===== config.mk =====
export PLATFORM = sky130hd
export DESIGN_NAME = ordered_list_engine_top
export DESIGN_NICKNAME = d
export VERILOG_FILES = /design/src/design/ole_pkg.sv /design/src/design/ordered_list_engine_top.sv
export SDC_FILE = /design/constraint.sdc
export NUM_CORES = 1
export LEC_CHECK = 0
export BUFFER_PORTS_ARGS = -buffer_cell sky130_fd_sc_hd__buf_2
export CAP_MARGIN = 20
export CORE_ASPECT_RATIO = 1.5
export CORE_MARGIN = 2
export CORE_UTILIZATION = 45
export DETAILED_ROUTE_END_ITERATION = 6
export HOLD_SLACK_MARGIN = 0.03
export PLACE_DENSITY = 0.61
export SYNTH_ARGS = -nofsm -noshare
export SYNTH_HDL_FRONTEND = slang
export SYNTH_SLANG_ARGS = --single-unit

===== constraint.sdc =====
create_clock -name clk -period 13.3 [get_ports clk]
set_input_delay 1.33 -clock clk [delete_from_list [all_inputs] [get_ports clk]]
set_output_delay 1.33 -clock clk [all_outputs]
set_load 0.05 [all_outputs]

===== src/design/ole_pkg.sv =====
// ----------------------------------------------------------------------------
// ole_pkg
// Shared widths, limits and opcodes for the ordered list engine.
// ----------------------------------------------------------------------------
package ole_pkg;

  localparam int DEFAULT_CAPACITY = 16;
  localparam int MAX_DUMP         = 16;   // most beats one dump emits
  localparam int OP_W             = 4;
  localparam int VAL_W            = 32;
  localparam int POS_W            = 5;
  localparam int LEN_W            = 5;

  typedef enum logic [OP_W-1:0] {
    OP_APPEND       = 4'd0,
    OP_PREPEND      = 4'd1,
    OP_INSERT       = 4'd2,
    OP_UNIQUE_APPND = 4'd3,
    OP_POP_FRONT    = 4'd4,
    OP_POP_BACK     = 4'd5,
    OP_REMOVE_AT    = 4'd6,
    OP_REMOVE_FIRST = 4'd7,
    OP_REMOVE_ALL   = 4'd8,
    OP_DUMP         = 4'd9
  } op_t;

endpackage


===== src/design/ordered_list_engine_top.sv =====
// ----------------------------------------------------------------------------
// ordered_list_engine_top
// Ordered list of signed 32-bit values kept in one synchronous RAM.
// ----------------------------------------------------------------------------
// Usage:
//   Input channel (in_valid/in_ready) carries one command beat: opcode,
//   operand value and position. Output channel (out_valid/out_ready)
//   returns result beats. Every command answers one beat with status and
//   the new length, except dump, which answers one beat per entry (at most
//   16, in list order, last one flagged) and none on an empty list.
//   Sequencing: one command at a time. Append goes through the place and
//   result states; pop back and commands rejected at accept go straight to
//   the result state. Insert/prepend walk the tail once (grow, then place),
//   unique append reads up to every entry once (scan), and every other
//   remove sweeps the whole list once (pack).
//   The cost is set by the single registered RAM read port: one entry per
//   cycle. Dump streams one entry per cycle while the receiver takes
//   beats.
//   Reset clears length and state, not RAM; RAM is never read above length.
//   A result waits in the output register while the receiver stalls; the
//   engine takes the next command meanwhile and holds its own result until
//   the register frees up.
// ----------------------------------------------------------------------------
module ordered_list_engine_top #(
  parameter int CAPACITY = ole_pkg::DEFAULT_CAPACITY
) (
  input  logic                             clk,
  input  logic                             rst_n,
  input  logic                             in_valid,
  output logic                             in_ready,
  input  logic [ole_pkg::OP_W-1:0]         in_opcode,
  input  logic signed [ole_pkg::VAL_W-1:0] in_operand_value,
  input  logic [ole_pkg::POS_W-1:0]        in_position,
  output logic                             out_valid,
  input  logic                             out_ready,
  output logic                             out_status,
  output logic signed [ole_pkg::VAL_W-1:0] out_item_value,
  output logic                             out_last_of_run,
  output logic [ole_pkg::LEN_W-1:0]        out_list_length
);

  localparam int AW  = (CAPACITY > 1) ? $clog2(CAPACITY) : 1;   // RAM address
  localparam int CW  = $clog2(CAPACITY + 1);                    // length
  localparam int PW  = (CW > ole_pkg::POS_W) ? CW : ole_pkg::POS_W;
  localparam int VW  = ole_pkg::VAL_W;

  typedef enum logic [6:0] {
    ST_IDLE  = 7'b0000001,
    ST_GROW  = 7'b0000010,   // shift tail up by one, top down
    ST_PLACE = 7'b0000100,   // write the new value into the opened slot
    ST_SCAN  = 7'b0001000,   // duplicate search for unique append
    ST_PACK  = 7'b0010000,   // compact the list, dropping selected entries
    ST_DUMP  = 7'b0100000,
    ST_RESP  = 7'b1000000
  } state_t;

  // --------------------------------------------------------------------------
  // Entry RAM: one write port, one registered read port. No access pattern
  // below reads an entry in the cycle it is written (grow reads below its
  // write address, pack reads above it), so no forwarding is needed.
  // --------------------------------------------------------------------------
  logic [VW-1:0] mem [CAPACITY];
  logic          we, re;
  logic [AW-1:0] wa, ra;
  logic [VW-1:0] wd;
  logic [VW-1:0] rd_data_r;

  always_ff @(posedge clk) begin
    if (we) begin
      mem[wa] <= wd;
    end
    if (re) begin
      rd_data_r <= mem[ra];
    end
  end

  // --------------------------------------------------------------------------
  // Control and working registers
  // --------------------------------------------------------------------------
  state_t        st_r, st_nxt;
  logic [CW-1:0] count_r, count_nxt;
  logic [AW-1:0] at_r, at_nxt;          // insert slot or drop index
  logic [AW-1:0] rd_idx_r, rd_idx_nxt;  // index of the read in flight
  logic [CW-1:0] keep_r, keep_nxt;      // write pointer while packing
  logic [CW-1:0] dlast_r, dlast_nxt;    // index of last dumped entry
  logic [VW-1:0] val_r, val_nxt;
  logic          pend_r, pend_nxt;      // read data valid this cycle
  logic          found_r, found_nxt;
  logic          by_val_r, by_val_nxt;  // pack drops by value match
  logic          all_r, all_nxt;        // pack drops every match
  logic          stat_r, stat_nxt;

  logic              ov_r, ov_nxt;
  logic              os_r, os_nxt;
  logic [VW-1:0]     oval_r, oval_nxt;
  logic              olast_r, olast_nxt;
  logic [CW-1:0]     olen_r, olen_nxt;

  logic          can_load;
  logic          full;
  logic [CW-1:0] cnt_m1;
  logic          rd_is_last;
  logic          match;
  logic          drop;
  ole_pkg::op_t  op;

  assign can_load   = !ov_r || out_ready;
  assign full       = (count_r == CW'(CAPACITY));
  assign cnt_m1     = count_r - CW'(1);
  assign rd_is_last = (CW'(rd_idx_r) == cnt_m1);
  assign match      = (rd_data_r == val_r);
  assign drop       = by_val_r ? (match && (all_r || !found_r)) : (rd_idx_r == at_r);
  assign op         = ole_pkg::op_t'(in_opcode);

  assign in_ready   = (st_r == ST_IDLE);

  always_comb begin
    st_nxt     = st_r;
    count_nxt  = count_r;
    at_nxt     = at_r;
    rd_idx_nxt = rd_idx_r;
    keep_nxt   = keep_r;
    dlast_nxt  = dlast_r;
    val_nxt    = val_r;
    pend_nxt   = pend_r;
    found_nxt  = found_r;
    by_val_nxt = by_val_r;
    all_nxt    = all_r;
    stat_nxt   = stat_r;
    ov_nxt     = ov_r && !out_ready;
    os_nxt     = os_r;
    oval_nxt   = oval_r;
    olast_nxt  = olast_r;
    olen_nxt   = olen_r;
    we         = 1'b0;
    wa         = '0;
    wd         = val_r;
    re         = 1'b0;
    ra         = rd_idx_r;

    unique case (st_r)
      ST_IDLE: begin
        if (in_valid) begin
          val_nxt    = in_operand_value;
          stat_nxt   = 1'b0;
          pend_nxt   = 1'b0;
          found_nxt  = 1'b0;
          keep_nxt   = '0;
          rd_idx_nxt = '0;
          by_val_nxt = 1'b0;
          all_nxt    = 1'b0;
          st_nxt     = ST_RESP;
          unique case (op) inside
            ole_pkg::OP_APPEND: begin
              if (full) begin
                stat_nxt = 1'b1;
              end else begin
                at_nxt = AW'(count_r);
                st_nxt = ST_PLACE;
              end
            end
            ole_pkg::OP_PREPEND, ole_pkg::OP_INSERT: begin
              if (full || ((op == ole_pkg::OP_INSERT) && (PW'(in_position) > PW'(count_r))))
              begin
                stat_nxt = 1'b1;
              end else begin
                at_nxt = (op == ole_pkg::OP_INSERT) ? AW'(in_position) : '0;
                if (((op == ole_pkg::OP_INSERT) && (PW'(in_position) == PW'(count_r))) ||
                    (count_r == '0)) begin
                  st_nxt = ST_PLACE;
                end else begin
                  rd_idx_nxt = AW'(cnt_m1);
                  st_nxt     = ST_GROW;
                end
              end
            end
            ole_pkg::OP_UNIQUE_APPND: begin
              at_nxt = AW'(count_r);
              if (full) begin
                stat_nxt = 1'b1;
              end else if (count_r == '0) begin
                st_nxt = ST_PLACE;
              end else begin
                st_nxt = ST_SCAN;
              end
            end
            ole_pkg::OP_POP_BACK: begin
              if (count_r != '0) begin
                count_nxt = cnt_m1;
              end
            end
            ole_pkg::OP_POP_FRONT, ole_pkg::OP_REMOVE_AT,
            ole_pkg::OP_REMOVE_FIRST, ole_pkg::OP_REMOVE_ALL: begin
              by_val_nxt = (op == ole_pkg::OP_REMOVE_FIRST) || (op == ole_pkg::OP_REMOVE_ALL);
              all_nxt    = (op == ole_pkg::OP_REMOVE_ALL);
              at_nxt     = (op == ole_pkg::OP_REMOVE_AT) ? (AW'(in_position) - AW'(1)) : '0;
              if ((op == ole_pkg::OP_REMOVE_AT) &&
                  ((in_position == '0) || (PW'(in_position) > PW'(count_r)))) begin
                stat_nxt = 1'b1;
              end else if (count_r != '0) begin
                st_nxt = ST_PACK;
              end
            end
            ole_pkg::OP_DUMP: begin
              if (count_r == '0) begin
                st_nxt = ST_IDLE;   // empty list: no beats at all
              end else begin
                dlast_nxt = (int'(count_r) > ole_pkg::MAX_DUMP) ?
                            CW'(ole_pkg::MAX_DUMP - 1) : cnt_m1;
                st_nxt    = ST_DUMP;
              end
            end
            default: begin
              stat_nxt = 1'b1;
            end
          endcase
        end
      end

      ST_GROW: begin
        if (!pend_r) begin
          re       = 1'b1;
          pend_nxt = 1'b1;
        end else begin
          // move entry rd_idx up one slot, then fetch the one below
          we = 1'b1;
          wa = rd_idx_r + AW'(1);
          wd = rd_data_r;
          if (rd_idx_r == at_r) begin
            pend_nxt = 1'b0;
            st_nxt   = ST_PLACE;
          end else begin
            re         = 1'b1;
            ra         = rd_idx_r - AW'(1);
            rd_idx_nxt = rd_idx_r - AW'(1);
          end
        end
      end

      ST_PLACE: begin
        we        = 1'b1;
        wa        = at_r;
        wd        = val_r;
        count_nxt = count_r + CW'(1);
        st_nxt    = ST_RESP;
      end

      ST_SCAN: begin
        if (!pend_r) begin
          re       = 1'b1;
          pend_nxt = 1'b1;
        end else if (match) begin
          stat_nxt = 1'b1;
          pend_nxt = 1'b0;
          st_nxt   = ST_RESP;
        end else if (rd_is_last) begin
          pend_nxt = 1'b0;
          st_nxt   = ST_PLACE;
        end else begin
          re         = 1'b1;
          ra         = rd_idx_r + AW'(1);
          rd_idx_nxt = rd_idx_r + AW'(1);
        end
      end

      ST_PACK: begin
        if (!pend_r) begin
          re       = 1'b1;
          pend_nxt = 1'b1;
        end else begin
          // keep entries slide down to the write pointer, dropped ones vanish
          if (drop) begin
            found_nxt = 1'b1;
          end else begin
            we       = 1'b1;
            wa       = AW'(keep_r);
            wd       = rd_data_r;
            keep_nxt = keep_r + CW'(1);
          end
          if (rd_is_last) begin
            count_nxt = drop ? keep_r : (keep_r + CW'(1));
            pend_nxt  = 1'b0;
            st_nxt    = ST_RESP;
          end else begin
            re         = 1'b1;
            ra         = rd_idx_r + AW'(1);
            rd_idx_nxt = rd_idx_r + AW'(1);
          end
        end
      end

      ST_DUMP: begin
        if (!pend_r) begin
          re       = 1'b1;
          pend_nxt = 1'b1;
        end else if (can_load) begin
          ov_nxt    = 1'b1;
          os_nxt    = 1'b0;
          oval_nxt  = rd_data_r;
          olast_nxt = (CW'(rd_idx_r) == dlast_r);
          olen_nxt  = count_r;
          if (CW'(rd_idx_r) == dlast_r) begin
            pend_nxt = 1'b0;
            st_nxt   = ST_IDLE;
          end else begin
            re         = 1'b1;
            ra         = rd_idx_r + AW'(1);
            rd_idx_nxt = rd_idx_r + AW'(1);
          end
        end
      end

      ST_RESP: begin
        if (can_load) begin
          ov_nxt    = 1'b1;
          os_nxt    = stat_r;
          oval_nxt  = '0;
          olast_nxt = 1'b1;
          olen_nxt  = count_r;
          st_nxt    = ST_IDLE;
        end
      end

      default: begin
        st_nxt = ST_IDLE;
      end
    endcase
  end

  always_ff @(posedge clk) begin
    if (!rst_n) begin
      st_r    <= ST_IDLE;
      count_r <= '0;
      pend_r  <= 1'b0;
      ov_r    <= 1'b0;
    end else begin
      st_r    <= st_nxt;
      count_r <= count_nxt;
      pend_r  <= pend_nxt;
      ov_r    <= ov_nxt;
    end
  end

  // payload and working registers: no reset needed
  always_ff @(posedge clk) begin
    at_r     <= at_nxt;
    rd_idx_r <= rd_idx_nxt;
    keep_r   <= keep_nxt;
    dlast_r  <= dlast_nxt;
    val_r    <= val_nxt;
    found_r  <= found_nxt;
    by_val_r <= by_val_nxt;
    all_r    <= all_nxt;
    stat_r   <= stat_nxt;
    os_r     <= os_nxt;
    oval_r   <= oval_nxt;
    olast_r  <= olast_nxt;
    olen_r   <= olen_nxt;
  end

  assign out_valid       = ov_r;
  assign out_status      = os_r;
  assign out_item_value  = oval_r;
  assign out_last_of_run = olast_r;
  assign out_list_length = ole_pkg::LEN_W'(olen_r);

endmodule


==> flow_summary.yaml, run 1 <==
sta:
  max_freq_mhz: 166
  worstMarginPinSlew_ps: 1060
  fin_crit_sh_pct: 45.4
  clock_skew_ps: 23.6
  fin_crit_ps: 6040
  slew_violations: 0
  setup-violations-final: 0
  hold_violations: 0
  grt_setup_unrepaired: "no"
  tns_ps: 0
  max_slew_margin_pct: 29.6
route:
  routedWlPerCell_um: 27.2
  drt_iter0_markers: 1812
  num_vias: 17400
  first_pass_iters: 7
  postRouteAntennaNets: 0
  drc: 0
  wirelength_mm: 77.4
  vias_per_cell: 6.13
setup_path:
  worst-path-buf-inv: 4
  crit_path_end_kind: "flop"
  cp_slowest_stage_delay_ps: 680
  crit_cells: 14
  critPathKind: "flop to flop"
  arrival_ps: 6390
  crit_top_cell: "buf_4"
  r2r_cells: 14
  rrSetupSlack_ps: 7260
  crit_family: "compound AO/OA/AOI/OAI gates"
  cp_max_fo: 165
  crit_slowest_cell: "buf_12"
  start_kind: "flop"
  required_ps: 13650
  crit_chain: "inv_1, ha_1, and3_1, o221ai_1, a211oi_1, o21ai_0, o211ai_2, a22oi_2, buf_4, buf_4, buf_12, a31oi_1, a2111oi_0, o21ai_1"
logic_synthesis:
  synth-simple-area-share_pct: 8.99
  synth_top_cell_by_area: "edfxtp_1"
  synth.top_cell.area_share_pct: 69.2
  syn_area_um2: 27700
  synth.distinct_cells: 72
  synth_enable_flop_cells: 637
  ys_seq_elements: 651
  async_flop_share_pct: 0
  avgSynthCellArea_um2: 14.3
  ys_warn_count: 0
  synth_xor_xnor_area_share_pct: 1.82
  synth_compound_area_share_pct: 10.0
  synth_top_flop_cell: "edfxtp_1"
  synth_cells: 1933
  synth_top_family_by_area: "compound AO/OA/AOI/OAI gates"
  synth_nets: 1992
  synth_area_leaders: "edfxtp_1, nand3_1, mux4_2"
  yosysSeqAreaShare_pct: 70.2
  synthMuxAreaShare_pct: 6.03
  synthAdderAreaFrac_pct: 0.633
grt:
  grt_overflow: 0
  grt_usage_pct: 24.5
  grt_pass1_vias: 17700
  grt_max_degree: 166
  antenna_found_initial: 0
  grt_pass1_wl_mm: 114
clock_tree:
  cts_resized: 0
  cts_tree: "done"
  htree_levels: 2
  post_cts_buffers: 0
  cts_buffer_depth: 3
  cts_buffers: 60
  clkTransAtPathRegs_ps: 70
  postCtsHoldBufs: 0
  clk_latency_ps: 640
  cts_root_buf: "clkbuf_16"
  clkSinkCount: 651
finish:
  finish.utilization_pct: 51.0
  nets: 2060
  postLayoutCellArea_um2: 31100
  diodes: 0
  area_delta_synth_final_pct: 12.3
  drive_gt1_share_pct: 15.7
pwr:
  leakagePower_nw: 10.2
  pwr_density_cell_nw_per_um2: 150
  peakVddDrop_v: 0.000101
placement:
  dpl.hpwl_mm: 42.2
  placed_cell_area_um2: 29000
  io_buffers: 85
  gp_congestion: 0.912
floorplanning:
  die_h_um: 308
  floorplan.initialDensity_pct: 45.4
  ioPinCount: 86
  std_cell_rows: 111
  dieWidth_um: 206
  core_area_um2: 61000
  die_area_um2: 63500
worst_hold_path:
  whs_path_depth: 1
  worstHoldPathType: "flop to flop"
run_status:
  status: "finished clean"
flow_run:
  max_cap_viol_count: 0
-- worst register-to-register path: stages, from the launching register on --
cell	delay, ps
dfxtp_1	580
inv_1	180
ha_1	370
and3_1	240
o221ai_1	240
a211oi_1	180
o21ai_0	280
o211ai_2	270
a22oi_2	240
buf_4	590
buf_4	640
buf_12	700
a31oi_1	500
a2111oi_0	580
o21ai_1	160
-- report_power, final --
group	leakage (nW)	switching, mW	internal [mW]	total (mW)
sequential	5.86	0.0269	2.33	2.36
combinational	3.34	0.358	0.159	0.518
clock	0.986	0.770	1.03	1.80
-- cell families after synthesis --
kind of cell    after synthesis
compound gates              417
mux                         125
xor+xnor                     56
flops                       651
buf+inv                     142
simple gates                528
fa+ha+maj                    14
-- flip-flops by register name (all words and copies together) (netlist names) --
signal	count
all_r	1
at_r	4
by_val_r	1
count_r	5
dlast_r	5
found_r	1
keep_r	5
mem	512
out_item_value	32
out_last_of_run	1
out_list_length	5
out_status	1
out_valid	1
pend_r	1
rd_data_r	32
rd_idx_r	4
st_r	7
stat_r	1
val_r	32
-- synthesized netlist by cell type (all sizes together), types with 32 or more instances --
master    n
buf      47
mux2i    63
nor2b    40
xnor2    43
nor2     81
a21oi    88
o21ai    85
nand3   159
edfxtp  637
a31oi    34
mux2     32
clkbuf   71
o22ai    37
nand2   172
-- metal layers --
layer,global-route usage (%),vias to the layer above,routed length [µm]
met5,0,-,0
met4,10.4,0,3210
met3,3.45,191,5300
met2,42.4,764,39300
met1,30.7,8778,29600
li1,-,7671,-
-- per-stage QoR --
stage                     hold slack (ps)  std cells  setup slack (ps)  power [mW]
after floorplan                       442       1933              9120        2.75
after global placement                578       2730              7440        2.90
after detailed placement              542       2730              7400        2.92
after CTS                             599       2841              7360        4.70
after global routing                  633       2841              6860        4.82
final                                 601       2841              7260        4.67
-- layout make-up --
| type | instances | area (µm²) |
|---|---|---|
| Fill cell | 4998 | 29900 |
| Sequential cell | 651 | 19400 |
| Multi-Input combinational cell | 1140 | 7820 |
| Clock buffer | 72 | 1550 |
| Tap cell | 791 | 990 |
| Timing Repair Buffer | 124 | 731 |
| Clock inverter | 39 | 485 |
| Inverter | 24 | 90.1 |
-- placed cells by master (no fill, tap or decap), drive strengths merged, types with 5 or more instances in the layout --
master / count
a2111oi: 24
a211o: 5
a211oi: 6
a21boi: 5
a21o: 17
a21oi: 88
a221oi: 14
a22o: 6
a22oi: 5
a31oi: 34
a32oi: 18
and2: 6
buf: 124
bufinv: 10
clkbuf: 72
clkinv: 24
dfxtp: 14
edfxtp: 637
ha: 14
inv: 26
mux2: 32
mux2i: 63
mux4: 30
nand2: 172
nand2b: 10
nand3: 159
nand4: 13
nor2: 81
nor2b: 40
nor3: 21
o211ai: 24
o21a: 9
o21ai: 85
o22ai: 37
o31ai: 17
xnor2: 43
xor2: 12
-- final timing paths --
kind                                 start             to
worst max-delay path            count_r[0]  rd_data_r[22]
worst min-delay path                stat_r     out_status
worst max register to register  count_r[0]  rd_data_r[22]
worst min register to register      stat_r     out_status
Power figures use the tool's default switching activity.
==> inputs of run 2 (changes only) <==
Clock period 13.3 ns to 5.6 ns, I/O delays scaled along.
==> run 2 against run 1 <==
The run now ends with DRC left; non-clock buffer count grew 28; via count grew 1.3%; combinational power grew to 2.5 times the previous value; count of clock-buffer cells in the layout is the same; power grew 130%; largest cell class unchanged; cell area grew 0.88%; sequential power grew 140%; critical path type unchanged; final cell count grew 0.84%.
==> flow_summary.yaml, run 2 (synthesis gave the netlist of run 1 again) <==
floorplanning:
  ioPinCount: 86
  dieWidth_um: 206
  floorplan.initialDensity_pct: 45.4
  std_cell_rows: 111
  die_h_um: 308
  core_area_um2: 61000
  die_area_um2: 63500
clock_tree:
  clkTransAtPathRegs_ps: 70
  post_cts_buffers: 0
  cts_buffers: 58
  cts_tree: "done"
  clk_latency_ps: 630
  cts_root_buf: "clkbuf_16"
  cts_resized: 0
  cts_buffer_depth: 3
  htree_levels: 2
  clkSinkCount: 651
  postCtsHoldBufs: 0
finish:
  fill_cells: 5067
  diodes: 0
  largest_reg_flops: 512
  final_common_cell: "edfxtp_1"
  area_delta_synth_final_pct: 13.3
  postLayoutCellArea_um2: 31300
  final_cell_mix: "edfxtp_1, nand2_1, nand3_1"
  drive_gt1_share_pct: 16.2
  nets: 2086
  largest_register: "mem"
sta:
  fin_crit_sh_pct: 88.2
  clock_skew_ps: 28.3
  hold_violations: 0
  max_slew_margin_pct: 31.8
  worstMarginPinSlew_ps: 1020
  setup-violations-final: 0
  fin_crit_ps: 4940
  max_freq_mhz: 202
  slew_violations: 0
  tns_ps: 0
  grt_setup_unrepaired: "no"
  hold_slack_ps: 108
setup_path:
  critPathKind: "flop to flop"
  cp_max_fo: 20
  crit_path_end_kind: "flop"
  arrival_ps: 5260
  start_kind: "flop"
  rrSetupSlack_ps: 660
  required_ps: 5920
placement:
  io_buffers: 85
  gp_congestion: 0.925
  dpl.hpwl_mm: 46.0
  placed_cell_area_um2: 29500
worst_hold_path:
  worstHoldPathType: "input pin to flop"
pwr:
  pwr_density_cell_nw_per_um2: 346
  leakagePower_nw: 10.3
  peakVddDrop_v: 0.000254
  total_power_mw: 10.9
route:
  vias_per_cell: 6.15
  postRouteAntennaNets: 0
  drc: 2
  num_vias: 17600
  drt_iter0_markers: 1788
  first_pass_iters: 7
  routedWlPerCell_um: 27.6
  wirelength_mm: 78.9
grt:
  grt_overflow: 0
  grt_usage_pct: 24.8
  grt_pass1_wl_mm: 115
  grt_pass1_vias: 17500
  antenna_found_initial: 0
  grt_max_degree: 91
run_status:
  status: "complete, but fails checks"
  violations: "DRC"
flow_run:
  max_cap_viol_count: 0
## run 2: cell types whose count changed in the layout (fill, tap and decap cells not counted)
cell / delta
buf_12: +21
clkinv_1: +8
buf_4: +7
bufinv_16: -5
clkinv_2: -4
clkinv_8: -2
clkinvlp_4: -2
clkbuf_1: +1
clkbuf_16: -1
clkinv_4: +1
## run 2: metal layers
| metal | routed length (µm) | share of wire, % | global-route usage, % | vias up |
|---|---|---|---|---|
| li1 | - | - | - | 7735 |
| met1 | 30000 | 38 | 30.5 | 8899 |
| met2 | 40100 | 51 | 43.0 | 788 |
| met3 | 4720 | 6.0 | 3.23 | 202 |
| met4 | 4050 | 5.1 | 12.0 | 0 |
| met5 | 0 | 0 | 0 | - |
## run 2: through the flow
stage                     util (%)  instances  setup WS [ps]
after floorplan                  -       1933           1420
after global placement        48.4       2758            813
after detailed placement      48.4       2758            786
after CTS                     51.4       2865            767
after global routing          51.4       2865            317
final                         51.4       2865            661
## run 2: path summary, 6_finish.rpt
| check | startpoint | end | cells after the start |
|---|---|---|---|
| worst min-delay path | in_operand_value[18] | val_r[18] | 1 |
| worst max register to register | rd_data_r[30] | mem[3][29] | 10 |
| worst min register to register | stat_r | out_status | 1 |
| worst max-delay path | rd_data_r[30] | mem[3][29] | 10 |
## run 2: area by class of cell
| cell class | count | area (µm²) | area share [%] |
|---|---|---|---|
| sequential | 651 | 19400 | 61.9 |
| tap | 791 | 990 | 3.16 |
| multi-input combinational | 1140 | 7820 | 24.9 |
| clock buffer | 72 | 1530 | 4.87 |
| timing repair buffer | 152 | 1200 | 3.84 |
| clock inverter | 35 | 307 | 0.978 |
| inverter | 24 | 90.1 | 0.287 |
## run 2: power breakdown
group,leakage (nW),total (mW),switching [mW],internal (mW)
clock,0.891,3.94,1.78,2.16
sequential,5.86,5.60,0.0662,5.53
combinational,3.54,1.31,0.894,0.419
## run 2: critical path, stage by stage (launching register included)
cell and delay [ps]:
edfxtp_1 410, xnor2_1 480, nand4_1 250, nor4_1 600, buf_4 240, a41oi_1 320
and3_1 390, a222oi_1 440, nand2_1 330, nor2_4 850, buf_4 310
==> inputs of run 3 (changes only) <==
Settings changed: CORE_UTILIZATION 45 to 51, PLACE_DENSITY 0.61 to 0.67.
==> run 3 against run 2 <==
The flow now finishes without violations; die area down 12%; cell area up 0.12%; clock skew up 2.8 ps; combinational power about the same; non-clock buffer count down 5; sequential cell count unchanged; register-to-register slack worse by 110 ps; first-iteration DRC count down 0.28%; via count up 0.27%; routed wire length down 5.4%; critical endpoint is now rd_data_r[7].
==> flow_summary.yaml, run 3 (synthesis gave the netlist of run 1 again) <==
setup_path:
  crit_slowest_cell: "a22oi_2"
  crit_chain: "inv_1, ha_1, and3_1, o221ai_1, a211oi_1, o21ai_0, o211ai_2, a22oi_2, buf_4, mux4_2, a221oi_1, o21ai_0"
  crit_path_end_kind: "flop"
  crit_top_cell: "o21ai_0"
  rrSetupSlack_ps: 550
  cp_max_fo: 15
  worstReg2RegEnd: "rd_data_r[7]"
  r2r_cells: 12
  cp_slowest_stage_delay_ps: 1140
  required_ps: 5930
  start_kind: "flop"
  worst-path-buf-inv: 2
  critPathKind: "flop to flop"
  r2r_start: "count_r[0]"
  crit_family: "compound AO/OA/AOI/OAI gates"
  arrival_ps: 5370
clock_tree:
  cts_resized: 0
  clkSinkCount: 651
  postCtsHoldBufs: 0
  clkTransAtPathRegs_ps: 70
  cts_root_buf: "clkbuf_16"
  post_cts_buffers: 0
  cts_tree: "done"
  clk_latency_ps: 620
  htree_levels: 2
  cts_buffers: 59
  cts_buffer_depth: 3
pwr:
  pwr_density_cell_nw_per_um2: 353
  pwr-share-comb_pct: 11.5
  p_int_mw: 8.33
  peakVddDrop_v: 0.000295
  p_clk_share_pct: 37.9
  swShare_pct: 24.9
  p_switching_mw: 2.75
  leakagePower_nw: 10.4
  power_frac_seq_pct: 50.6
finish:
  largest_reg_flops: 512
  nets: 2082
  drive_gt1_share_pct: 16.9
  largest_register: "mem"
  finish.utilization_pct: 58.5
  final_cell_mix: "edfxtp_1, nand2_1, nand3_1"
  diodes: 0
  area_delta_synth_final_pct: 13.4
  final_common_cell: "edfxtp_1"
placement:
  io_buffers: 85
  gp_congestion: 0.902
  dpl.hpwl_mm: 43.7
floorplanning:
  die_h_um: 289
  ioPinCount: 86
  std_cell_rows: 104
  core_area_um2: 53600
  dieWidth_um: 194
  die_area_um2: 56200
  floorplan.initialDensity_pct: 51.6
route:
  drc: 0
  wirelength_mm: 74.7
  vias_per_cell: 6.40
  drt_iter0_markers: 1783
  first_pass_iters: 6
  postRouteAntennaNets: 0
  num_vias: 17700
  routedWlPerCell_um: 27.1
sta:
  worstMarginPinSlew_ps: 1370
  setup-violations-final: 0
  max_freq_mhz: 198
  fin_crit_sh_pct: 90.1
  max_slew_margin_pct: 8.85
  hold_violations: 0
  tns_ps: 0
  grt_setup_unrepaired: "no"
  clock_skew_ps: 31.1
  slew_violations: 0
  fin_crit_ps: 5050
  hold_slack_ps: 108
grt:
  grt_pass1_wl_mm: 110
  grt_pass1_vias: 17500
  antenna_found_initial: 0
  grt_overflow: 0
  grt_max_degree: 91
  grt_usage_pct: 26.3
worst_hold_path:
  hold_end: "val_r[9]"
  worstHoldPathType: "input pin to flop"
  min_from: "in_operand_value[9]"
  whs_path_depth: 1
run_status:
  status: "finished clean"
flow_run:
  max_cap_viol_count: 0
==> run 3: worst max path at each step <==
stage,end,cells after the start,start,slack (ps)
final,rd_data_r[7],12,count_r[0],550
after global routing,rd_data_r[7],12,count_r[0],250
after CTS,rd_data_r[7],12,count_r[0],640
after detailed placement,rd_data_r[31],12,count_r[0],650
after global placement,rd_data_r[31],12,count_r[0],740
after floorplan,mem[2][0],8,st_r[6],1420
==> run 3: cell type report <==
class	count	area [µm²]
Fill cell	4143	22200
Multi-Input combinational cell	1140	7820
Sequential cell	651	19400
Clock inverter	39	462
Clock buffer	70	1560
Tap cell	689	862
Timing Repair Buffer	147	1180
Inverter	24	90.1
==> run 3: stage by stage <==
| step | worst slack [ps] | power (mW) | cell area (µm²) | std cells |
|---|---|---|---|---|
| finish | 555 | 11.1 | 31400 | 2760 |
| detailed placement | 649 | 6.97 | 29400 | 2651 |
| floorplan | 1420 | 6.54 | 27700 | 1933 |
| global placement | 745 | 6.94 | 29400 | 2651 |
| CTS | 637 | 11.1 | 31400 | 2760 |
| global route | 254 | 11.4 | 31400 | 2760 |
==> run 3: power groups by stage <==
stage | combinational [mW] | sequential [mW] | clock [mW]
after floorplan | 0.825 | 5.72 | 0
after global placement | 1.23 | 5.70 | 0
after detailed placement | 1.27 | 5.70 | 0
after CTS | 1.27 | 5.60 | 4.25
after global routing | 1.37 | 5.61 | 4.42
final | 1.28 | 5.60 | 4.20
==> run 3: per-layer routing <==
metal | GRT usage, % | routed length (µm)
met1 | 32.3 | 28300
met2 | 46.0 | 37800
met3 | 4.10 | 5190
met4 | 12.0 | 3480
met5 | 0 | 0
